--- src/rtl/core/mccd_pkg.sv ---
// mccd_pkg: shared widths, reset constants and lane result type for the
// multi-channel counter debouncer; no dependencies
`timescale 1ns / 1ps

package mccd_pkg;

  // width of the raw and debounced level words
  localparam int unsigned FIELD_W = 16;
  // width of each lane's integrating counter and of the threshold
  localparam int unsigned CNT_W   = 8;

  typedef logic [FIELD_W-1:0] field_t;
  typedef logic [CNT_W-1:0]   count_t;

  localparam count_t THRESHOLD_RESET = count_t'(10);
  localparam count_t CNT_MAX         = '1;

  // what one lane reports for the current request
  typedef struct packed {
    logic level;
    logic press;
  } lane_out_t;

endpackage

--- src/rtl/core/mccd_stream_if.sv ---
// valid/ready stream interfaces for raw samples and debounced results
// depends on mccd_pkg for the field type
`timescale 1ns / 1ps

interface mccd_in_if;
  logic              valid;
  logic              ready;
  mccd_pkg::field_t  raw_levels;

  modport source (output valid, output raw_levels, input ready);
  modport sink   (input valid, input raw_levels, output ready);
endinterface

interface mccd_out_if;
  logic              valid;
  logic              ready;
  mccd_pkg::field_t  debounced_levels;
  mccd_pkg::field_t  press_events;

  modport source (output valid, output debounced_levels, output press_events, input ready);
  modport sink   (input valid, input debounced_levels, input press_events, output ready);
endinterface

--- src/rtl/core/mccd_lane.sv ---
// mccd_lane: one channel's integrating counter, debounced level and press toggle
// depends on mccd_pkg
`timescale 1ns / 1ps

module mccd_lane (
  input  logic                clk_i,
  input  logic                rst_ni,
  input  logic                accept_i,
  input  logic                raw_i,
  input  mccd_pkg::count_t    threshold_i,
  output mccd_pkg::lane_out_t lane_o
);
  import mccd_pkg::*;

  logic   stable_q, stable_d;
  logic   toggle_q, toggle_d;
  count_t cnt_q, cnt_d;
  count_t cnt_step;
  logic   hit;

  // count up on disagreement (saturating), down on agreement (floor at zero)
  always_comb begin
    if (raw_i == stable_q) begin
      cnt_step = (cnt_q != '0) ? cnt_q - count_t'(1) : '0;
    end else begin
      cnt_step = (cnt_q != CNT_MAX) ? cnt_q + count_t'(1) : CNT_MAX;
    end
  end

  // threshold reached: take the raw level and flip the toggle
  assign hit      = (cnt_step >= threshold_i);
  assign cnt_d    = hit ? '0 : cnt_step;
  assign stable_d = hit ? raw_i : stable_q;
  assign toggle_d = hit ? ~toggle_q : toggle_q;

  assign lane_o.level = stable_d;
  assign lane_o.press = hit & ~toggle_q;

  // lane state advances only on an accepted request
  always_ff @(posedge clk_i or negedge rst_ni) begin
    if (!rst_ni) begin
      stable_q <= 1'b1;
      toggle_q <= 1'b0;
      cnt_q    <= '0;
    end else if (accept_i) begin
      stable_q <= stable_d;
      toggle_q <= toggle_d;
      cnt_q    <= cnt_d;
    end
  end

  // counter clears after an accepted change
  a_clear_on_hit: assert property (@(posedge clk_i) disable iff (!rst_ni)
    accept_i && hit |=> cnt_q == '0)
    else $error("counter not cleared after accepted change");

  // a press leaves the toggle set
  a_press_sets_toggle: assert property (@(posedge clk_i) disable iff (!rst_ni)
    accept_i && lane_o.press |=> toggle_q)
    else $error("toggle not set after press");

  // state holds while no request is taken
  a_hold_when_idle: assert property (@(posedge clk_i) disable iff (!rst_ni)
    !accept_i |=> $stable(cnt_q) && $stable(stable_q) && $stable(toggle_q))
    else $error("lane state changed without a request");

  // zero threshold accepts every sample
  a_zero_threshold: assert property (@(posedge clk_i) disable iff (!rst_ni)
    accept_i && threshold_i == '0 |-> hit)
    else $error("zero threshold did not accept");

endmodule

--- src/rtl/core/mccd_merge.sv ---
// mccd_merge: gathers lane results into the output words and holds them in
// the output register; depends on mccd_pkg and mccd_out_if
`timescale 1ns / 1ps

module mccd_merge #(
  parameter int unsigned CHANNELS = 16
) (
  input  logic                clk_i,
  input  logic                rst_ni,
  input  logic                accept_i,
  input  mccd_pkg::lane_out_t lanes_i [CHANNELS],
  output logic                ready_o,
  mccd_out_if.source          out_rsp
);
  import mccd_pkg::*;

  logic   valid_q;
  field_t levels_d, levels_q;
  field_t events_d, events_q;

  // pack lane bits; bits of missing channels stay zero
  for (genvar b = 0; b < FIELD_W; b++) begin : g_bit
    if (b < CHANNELS) begin : g_used
      assign levels_d[b] = lanes_i[b].level;
      assign events_d[b] = lanes_i[b].press;
    end else begin : g_unused
      assign levels_d[b] = 1'b0;
      assign events_d[b] = 1'b0;
    end
  end

  // a new request may enter whenever the held result leaves or none is held
  assign ready_o = !valid_q || out_rsp.ready;

  always_ff @(posedge clk_i or negedge rst_ni) begin
    if (!rst_ni) begin
      valid_q <= 1'b0;
    end else if (ready_o) begin
      valid_q <= accept_i;
    end
  end

  // result payload
  always_ff @(posedge clk_i) begin
    if (accept_i) begin
      levels_q <= levels_d;
      events_q <= events_d;
    end
  end

  assign out_rsp.valid            = valid_q;
  assign out_rsp.debounced_levels = levels_q;
  assign out_rsp.press_events     = events_q;

endmodule

--- src/rtl/core/multi_channel_counter_debouncer.sv ---
// channel   dir  payload                                  width
// in_req    in   raw_levels                               16
// out_rsp   out  debounced_levels, press_events           16, 16
// cfg       in   cfg_we_i / cfg_wdata_i (threshold)       8
//
// one request per cycle unless the output stalls; its result appears in the
// output register in the cycle after it is taken, all lanes updating in parallel
// in that same cycle. input ready is high whenever the output register is empty
// or being drained. reset sets every debounced level high, counters and toggles
// to zero and the threshold to 10; no clearing pass is needed.
// a stalled output holds its result and blocks new requests until taken.
//
// depends on mccd_pkg, mccd_stream_if, mccd_lane, mccd_merge
`timescale 1ns / 1ps

module multi_channel_counter_debouncer #(
  parameter int unsigned CHANNELS = 16
) (
  input  logic             clk_i,
  input  logic             rst_ni,
  mccd_in_if.sink          in_req,
  mccd_out_if.source       out_rsp,
  input  logic             cfg_we_i,
  input  mccd_pkg::count_t cfg_wdata_i
);
  import mccd_pkg::*;

  count_t    threshold_q;
  logic      accept;
  logic      ready;
  lane_out_t lanes [CHANNELS];

  // threshold register
  always_ff @(posedge clk_i or negedge rst_ni) begin
    if (!rst_ni) begin
      threshold_q <= THRESHOLD_RESET;
    end else if (cfg_we_i) begin
      threshold_q <= cfg_wdata_i;
    end
  end

  assign in_req.ready = ready;
  assign accept       = in_req.valid && ready;

  // one lane per channel; channels past the input word see a low level
  for (genvar k = 0; k < CHANNELS; k++) begin : g_lane
    logic raw_bit;
    if (k < FIELD_W) begin : g_in
      assign raw_bit = in_req.raw_levels[k];
    end else begin : g_pad
      assign raw_bit = 1'b0;
    end

    mccd_lane u_lane (
      .clk_i       (clk_i),
      .rst_ni      (rst_ni),
      .accept_i    (accept),
      .raw_i       (raw_bit),
      .threshold_i (threshold_q),
      .lane_o      (lanes[k])
    );
  end

  // merge lanes into the result words
  mccd_merge #(
    .CHANNELS (CHANNELS)
  ) u_merge (
    .clk_i    (clk_i),
    .rst_ni   (rst_ni),
    .accept_i (accept),
    .lanes_i  (lanes),
    .ready_o  (ready),
    .out_rsp  (out_rsp)
  );

endmodule
--- src/flat_wrapper.sv ---
// flat-port wrapper written by rule: the top's interface ports become plain ports
module multi_channel_counter_debouncer_flat import mccd_pkg::*;
#(
  parameter int unsigned CHANNELS = 16
)
  (clk_i, rst_ni, cfg_we_i, cfg_wdata_i, in_req_valid, in_req_raw_levels, in_req_ready, out_rsp_valid, out_rsp_debounced_levels, out_rsp_press_events, out_rsp_ready);
  mccd_in_if in_req_i ();
  mccd_out_if out_rsp_i ();
  input  logic clk_i;
  input  logic rst_ni;
  input  logic cfg_we_i;
  input  mccd_pkg::count_t cfg_wdata_i;
  input wire logic [$bits(in_req_i.valid)-1:0] in_req_valid;
  input wire logic [$bits(in_req_i.raw_levels)-1:0] in_req_raw_levels;
  output wire logic [$bits(in_req_i.ready)-1:0] in_req_ready;
  output wire logic [$bits(out_rsp_i.valid)-1:0] out_rsp_valid;
  output wire logic [$bits(out_rsp_i.debounced_levels)-1:0] out_rsp_debounced_levels;
  output wire logic [$bits(out_rsp_i.press_events)-1:0] out_rsp_press_events;
  input wire logic [$bits(out_rsp_i.ready)-1:0] out_rsp_ready;
  assign in_req_i.valid = in_req_valid;
  assign in_req_i.raw_levels = in_req_raw_levels;
  assign in_req_ready = in_req_i.ready;
  assign out_rsp_valid = out_rsp_i.valid;
  assign out_rsp_debounced_levels = out_rsp_i.debounced_levels;
  assign out_rsp_press_events = out_rsp_i.press_events;
  assign out_rsp_i.ready = out_rsp_ready;
  multi_channel_counter_debouncer #(.CHANNELS(CHANNELS)) u_core (.clk_i(clk_i), .rst_ni(rst_ni), .in_req(in_req_i), .out_rsp(out_rsp_i), .cfg_we_i(cfg_we_i), .cfg_wdata_i(cfg_wdata_i));
endmodule
--- config.mk ---
export PLATFORM = sky130hd
export DESIGN_NAME = multi_channel_counter_debouncer_flat
export DESIGN_NICKNAME = d
export VERILOG_FILES = /design/src/rtl/core/mccd_pkg.sv /design/src/rtl/core/mccd_stream_if.sv /design/src/rtl/core/mccd_lane.sv /design/src/rtl/core/mccd_merge.sv /design/src/rtl/core/multi_channel_counter_debouncer.sv /design/src/flat_wrapper.sv
export SDC_FILE = /design/constraint.sdc
export NUM_CORES = 1
export LEC_CHECK = 0
export BUFFER_PORTS_ARGS = -buffer_cell sky130_fd_sc_hd__buf_2
export CAP_MARGIN = 20
export CORE_AREA = 5 5 281 146
export CTS_CLUSTER_DIAMETER = 50
export DETAILED_ROUTE_END_ITERATION = 10
export DIE_AREA = 0 0 286 151
export PLACE_DENSITY = 0.74
export SYNTH_ARGS = -nofsm -noshare
export SYNTH_HDL_FRONTEND = slang
export SYNTH_HIERARCHICAL = 1
export SYNTH_SLANG_ARGS = --single-unit
--- constraint.sdc ---
create_clock -name clk_i -period 5.55 [get_ports clk_i]
set_clock_uncertainty 0.1 [all_clocks]
set_input_delay 0.2775 -clock clk_i [delete_from_list [all_inputs] [get_ports clk_i]]
set_output_delay 0.2775 -clock clk_i [all_outputs]
set_load 0.1 [all_outputs]
Word level (Yosys, flattened, before mapping)
Index checks and enable logic that the tools add are counted.
- register bits after elaboration: 201
- bits of input ports: 29
- output and inout port bits: 34
- word-level logic and storage cells: 279
- add/subtract/negate cells: 32
- magnitude comparators: 16
- equality and inequality tests: 32
- multiplexer cells: 80
- bitwise logic cells: 32
- reductions and logical operators: 35
- operators with widths (cell ; number):
    8-bit 2-to-1 mux ; 64
    8-bit by 1-bit adder with 8-bit output, second input constant ; 16
    8-bit greater-or-equal comparator ; 16
    8-bit != test, second input constant ; 16
    8-bit nonzero test ; 16
    8-bit by 1-bit subtractor with 8-bit output, second input constant ; 16
    2-bit AND reduction ; 16
    1-bit AND ; 16
    1-bit == test ; 16
    1-bit 2-to-1 mux ; 16
    1-bit NOT ; 16
    1-bit logical AND ; 1
    1-bit logical NOT ; 1
    1-bit logical OR ; 1

Longest topological paths before layout
- depth after elaboration: 5
- depth in mapped cells: 13
- depth with buffers taken out: 13

Modules after synthesis
Netlist, hierarchy kept.
- by module, submodules not included (module ; times used ; cells each ; area each (µm²) ; sequential area each (µm²)):
    mccd_lane ; 16 ; 137 ; 1092.3 ; 251.5
    mccd_merge ; 1 ; 35 ; 1008.5 ; 985.9
    multi_channel_counter_debouncer ; 1 ; 18 ; 340.3 ; 202.7

Least setup slack after synthesis
OpenSTA, ideal clock, no wires.
- path type: reg2reg
- start point: reg u_core.u_merge.valid_q, in the netlist u_core/u_merge/out_rsp.valid
- end point: reg u_core.g_lane[0].u_lane.cnt_q[0]
- library setup time: 0.139 ns
- data arrival time: 4.732 ns
- required time: 5.311 ns
- setup slack: 0.579 ns
- stages on the path, launching flop included: 6
- path buffers: 0
- period minus slack after synthesis: 4.971 ns
- cell sequence: dfrtp_1 nand2b_4 and2_1 inv_1 a31oi_1 o21ai_0
- word-level cells in the longest chain between the ends: 3
- RTL lines (element ; line ; source):
    start: declaration ; mccd_merge.sv:17 ; logic valid_q;
    start signal: assignment ; mccd_merge.sv:39 ; valid_q <= accept_i;
    1-bit logical NOT ; mccd_merge.sv:33 ; assign ready_o = !valid_q || out_rsp.ready;
    1-bit logical OR ; mccd_merge.sv:33 ;
    net in_req_ready ; flat_wrapper.sv:15 ; output wire logic [$bits(in_req_i.ready)-1:0] in_req_ready;
    1-bit logical AND ; multi_channel_counter_debouncer.sv:43 ; assign accept = in_req.valid && ready;
    net u_core.accept ; multi_channel_counter_debouncer.sv:29 ; logic accept;
    end signal: assignment ; mccd_lane.sv:48 ; cnt_q <= cnt_d;
    end: declaration ; mccd_lane.sv:17 ; count_t cnt_q, cnt_d;
The timed path passes the listed nets, and every way through them passes these cells.
A chain may end at the register's enable or synchronous reset.

Worst setup path in the final report
- start point: reg u_core.g_lane[7].u_lane.cnt_q[0]
- end point: reg u_core.g_lane[7].u_lane.stable_q
- word-level cells in the longest chain between the ends: 5
- elaborated cells between the ends (all ways): 9
- those cells by class: add/sub (2); order compare (1); eq/ne (1); mux (4); reduce/logical (1)
- RTL lines (element ; line ; source):
    start: declaration ; mccd_lane.sv:17 ;
    start signal: assignment ; mccd_lane.sv:48 ;
    8-bit by 1-bit adder with 8-bit output, or another cell as far along ; mccd_lane.sv:26 ; cnt_step = (cnt_q != CNT_MAX) ? cnt_q + count_t'(1) : CNT_MAX;
    8-bit 2-to-1 mux (on tied branches) ; mccd_lane.sv:26, mccd_lane.sv:24 ;
    8-bit 2-to-1 mux (*) ; mccd_lane.sv:23 ; if (raw_i == stable_q) begin
    8-bit greater-or-equal comparator (*) ; mccd_lane.sv:31 ; assign hit = (cnt_step >= threshold_i);
    1-bit 2-to-1 mux (*) ; mccd_lane.sv:33 ; assign stable_d = hit ? raw_i : stable_q;
    end signal: assignment ; mccd_lane.sv:46 ; stable_q <= stable_d;
    end: declaration ; mccd_lane.sv:15 ; logic stable_q, stable_d;
Mark *: on every way between the ends. The rest lies on a longest branch, timed or not.

==> qor.csv <==
stage;metric;value;unit
outcome;status;finished, final reports clean;
power;Max VDD drop;322;uV
floorplanning;core box area;0.0382;mm2
timing;fin worst setup slack;1.70;ns
synth;Post-synth EDFFs;32;
cells_and_area;n_diodes;0;
global_route;initial antenna violation count;0;
routing;total wire length;52400;um
power;power density over cell area;632;mW/mm2
clock_tree;CTS tree;yes;
floorplanning;full die area;0.0432;mm2
global_route;Global Route Usage Sum;23.8;%
routing;drt pass-1 iters;8;
routing;drt drc;0;
synth;post-synthesis async set-or-reset flop share;84.1;%
clock_tree;cell chosen for the clock root;clkbuf_16;
placement;Setup WS pre-CTS;1.75;ns
clock_tree;clock insertion delay at the later pin of the skew report;0.56;ns
critical_path;WP data arrival;4.23;ns
synth;Top FF cell, synth;dfrtp_1;
global_route;largest net degree at the start of global routing;162;
routing;Vias;17800;
critical_path;Bufs and invs on worst path;1;
timing;RSZ-0062 raised after global routing;false;
floorplanning;Die H;151;um
synth;Yosys warnings;6;
synth;synthesized instance count;2245;
critical_path;Top delay family on crit path;compound AO/OA/AOI/OAI gates;
global_route;total gr overflow;0;
timing;setup violators final;0;
timing;Sum Neg Setup Slack;0;ns
clock_tree;maximum clock path buffer count;3;
critical_path;crit path launch type;flip-flop;
critical_path;Slowest-stage cell, CP;nor3b_1;
power;Final Total Pwr;12900;uW
synth;Mapped Avg Cell Area;8.39;um2
routing;initial DRC count;2163;
critical_path;Max FO, Critical Path;8;
power;Leakage;0.00915;uW
floorplanning;I/O pins;63;
critical_path;Setup CP Type;flip-flop to flip-flop;
floorplanning;initial core utilization;49.3;%
critical_path;CP max stage delay;0.48;ns
cells_and_area;Net count, final;2444;
routing;antenna-violating nets left;0;
clock_tree;CTS Sinks;201;
timing;Slew headroom;24.4;%
synth;Mapped Area;0.0188;mm2
placement;Detailed Place HPWL;36400;um
critical_path;CP required;5.93;ns
cells_and_area;share of cells above drive strength 1;11.9;%
routing;DR vias/cell;6.43;
synth;Synth Register Bits;201;
global_route;global-route wire length before repair;86200;um
cells_and_area;P&R area growth vs syn;8.76;%
timing;fmax;260;MHz
floorplanning;num rows;51;
synth;Synth cell types;48;
routing;wire length per cell;19.0;um
timing;worst-margin pin slew;1.13;ns
global_route;vias in the first global route;16500;
synth;Seq/Total Area, Yosys;27.7;%
placement;routability cong.;0.950;
placement;Port Buffer Count;62;
cells_and_area;commonest cells after routing, fill and taps aside;inv_1, ha_1, dfrtp_1;
hold_path;worst min path class;input port to flip-flop;
synth;Post-Syn Nets;2450;
timing;Fin. Hold Viols;0;
floorplanning;Die X;286;um
timing;Slew Limit Fails;0;
flow_run;Max Cap Viol;0;
cells_and_area;Core Util, Final;53.6;%
clock_tree;CTS clock-pin slew for the worst setup and hold paths;0.06;ns
cells_and_area;commonest non-fill, non-tap cell in the layout;inv_1;
clock_tree;H-tree lvl count;1;
critical_path;Setup crit end kind;flip-flop;
timing;Final Cycle Share;69.4;%
clock_tree;cts bufs inserted;28;
critical_path;critical path cell sequence;inv_1, ha_1, nor3b_1, nand2_1, a221oi_1, a21o_1, nand2_1, ha_1, a21o_1, a221o_1, a21oi_2, nand2b_1, mux2_1;
timing;crit path time final;3.85;ns
==> final timing paths <==
check / from / to / slack, ns / cells after the start
min: cfg_we_i / u_core/threshold_q[0]$_DFFE_PN0P_ / 0.07 / 2
min in group asynchronous: rst_ni / u_core/u_merge/out_rsp.valid$_DFFE_PN0P_ / 0.24 / 2
max in group asynchronous: rst_ni / u_core/g_lane[10].u_lane/stable_q$_DFFE_PN1P_ / 4.07 / 3
min reg2reg: u_core/g_lane[12].u_lane/toggle_q$_DFFE_PN0P_ / u_core/g_lane[12].u_lane/toggle_q$_DFFE_PN0P_ / 0.37 / 1
max reg2reg: u_core/g_lane[7].u_lane/cnt_q[0]$_DFFE_PN0P_ / u_core/g_lane[7].u_lane/stable_q$_DFFE_PN1P_ / 1.70 / 13
max: u_core/g_lane[7].u_lane/cnt_q[0]$_DFFE_PN0P_ / u_core/g_lane[7].u_lane/stable_q$_DFFE_PN1P_ / 1.70 / 13
==> registers in the layout (all words and copies together), names as in the netlist <==
register and flops:
u_core/u_merge/out_rsp.debounced_levels 16, u_core/g_lane.u_lane/cnt_q 128, u_core/g_lane.u_lane/stable_q 16, u_core/g_lane.u_lane/toggle_q 16
u_core/threshold_q 8, u_core/u_merge/out_rsp.valid 1, u_core/u_merge/out_rsp.press_events 16
==> repair_timing <==
| item | CTS | global route |
|---|---|---|
| buffers inserted | 0 | 0 |
| hold endpoints to repair | 114 | 0 |
| resized for setup | 0 | 0 |
| hold buffers | 26 | 0 |
| setup endpoints to repair | 0 | 0 |
==> power by group <==
group | leakage [uW] | internal, uW | switching, uW | total [uW]
sequential | 0.00243 | 2160 | 1110 | 3270
combinational | 0.00626 | 3140 | 4670 | 7810
clock | 0.000451 | 1120 | 744 | 1860
==> final cells by class <==
type	instances	area, um2
well taps	503	629
clock buffers	40	817
fillers	3446	17700
repair buffers	109	779
clock inverters	12	133
inverters	192	721
multi-input cells	1707	12200
flip-flops and latches	201	5210
==> Yosys cell counts (all sizes together) (33+ instances only) <==
cell / instances / area [um2]
inv: 192 / 721
a21oi: 160 / 861
nor2: 128 / 480
and2: 33 / 206
buf: 97 / 532
clkbuf: 48 / 180
nor3: 48 / 240
a22o: 64 / 561
and3: 48 / 300
dfrtp: 151 / 3780
nand4: 80 / 500
mux2: 40 / 480
nand2b: 34 / 223
a31oi: 80 / 500
nor4: 48 / 400
xnor2: 80 / 701
nand3: 128 / 641
ha: 176 / 2200
o21ai: 96 / 480
nand2: 112 / 420
a21o: 64 / 480
==> per-stage QoR <==
stage,instance area (um2),hold slack [ns],std cells
after floorplan,18800,-0.118,2245
after global placement,19200,0.288,2677
after detailed placement,19200,0.301,2682
after CTS,20400,0.0330,2760
after global routing,20500,0.0511,2764
final,20500,0.0679,2764
==> routing by layer <==
| layer | track usage (%) | vias up | wire length [um] |
|---|---|---|---|
| met2 | 35.3 | 915 | 21600 |
| met4 | 6.08 | 0 | 1160 |
| met3 | 3.73 | 101 | 4700 |
| li1 | - | 8336 | - |
| met5 | 0 | - | 0 |
| met1 | 36.1 | 8409 | 25000 |
==> kinds of logic after synthesis <==
kind of cell / count (synthesis) / share of synthesized area (%)
AO/OA/AOI/OAI: 592 / 21.7
XOR/XNOR: 96 / 4.47
adder cells (fa/ha/maj): 176 / 11.7
buffers and inverters: 337 / 7.61
flip-flops: 201 / 27.7
multiplexers: 40 / 2.55
AND/OR/NAND/NOR: 803 / 24.3
Power figures use the tool's default switching activity.
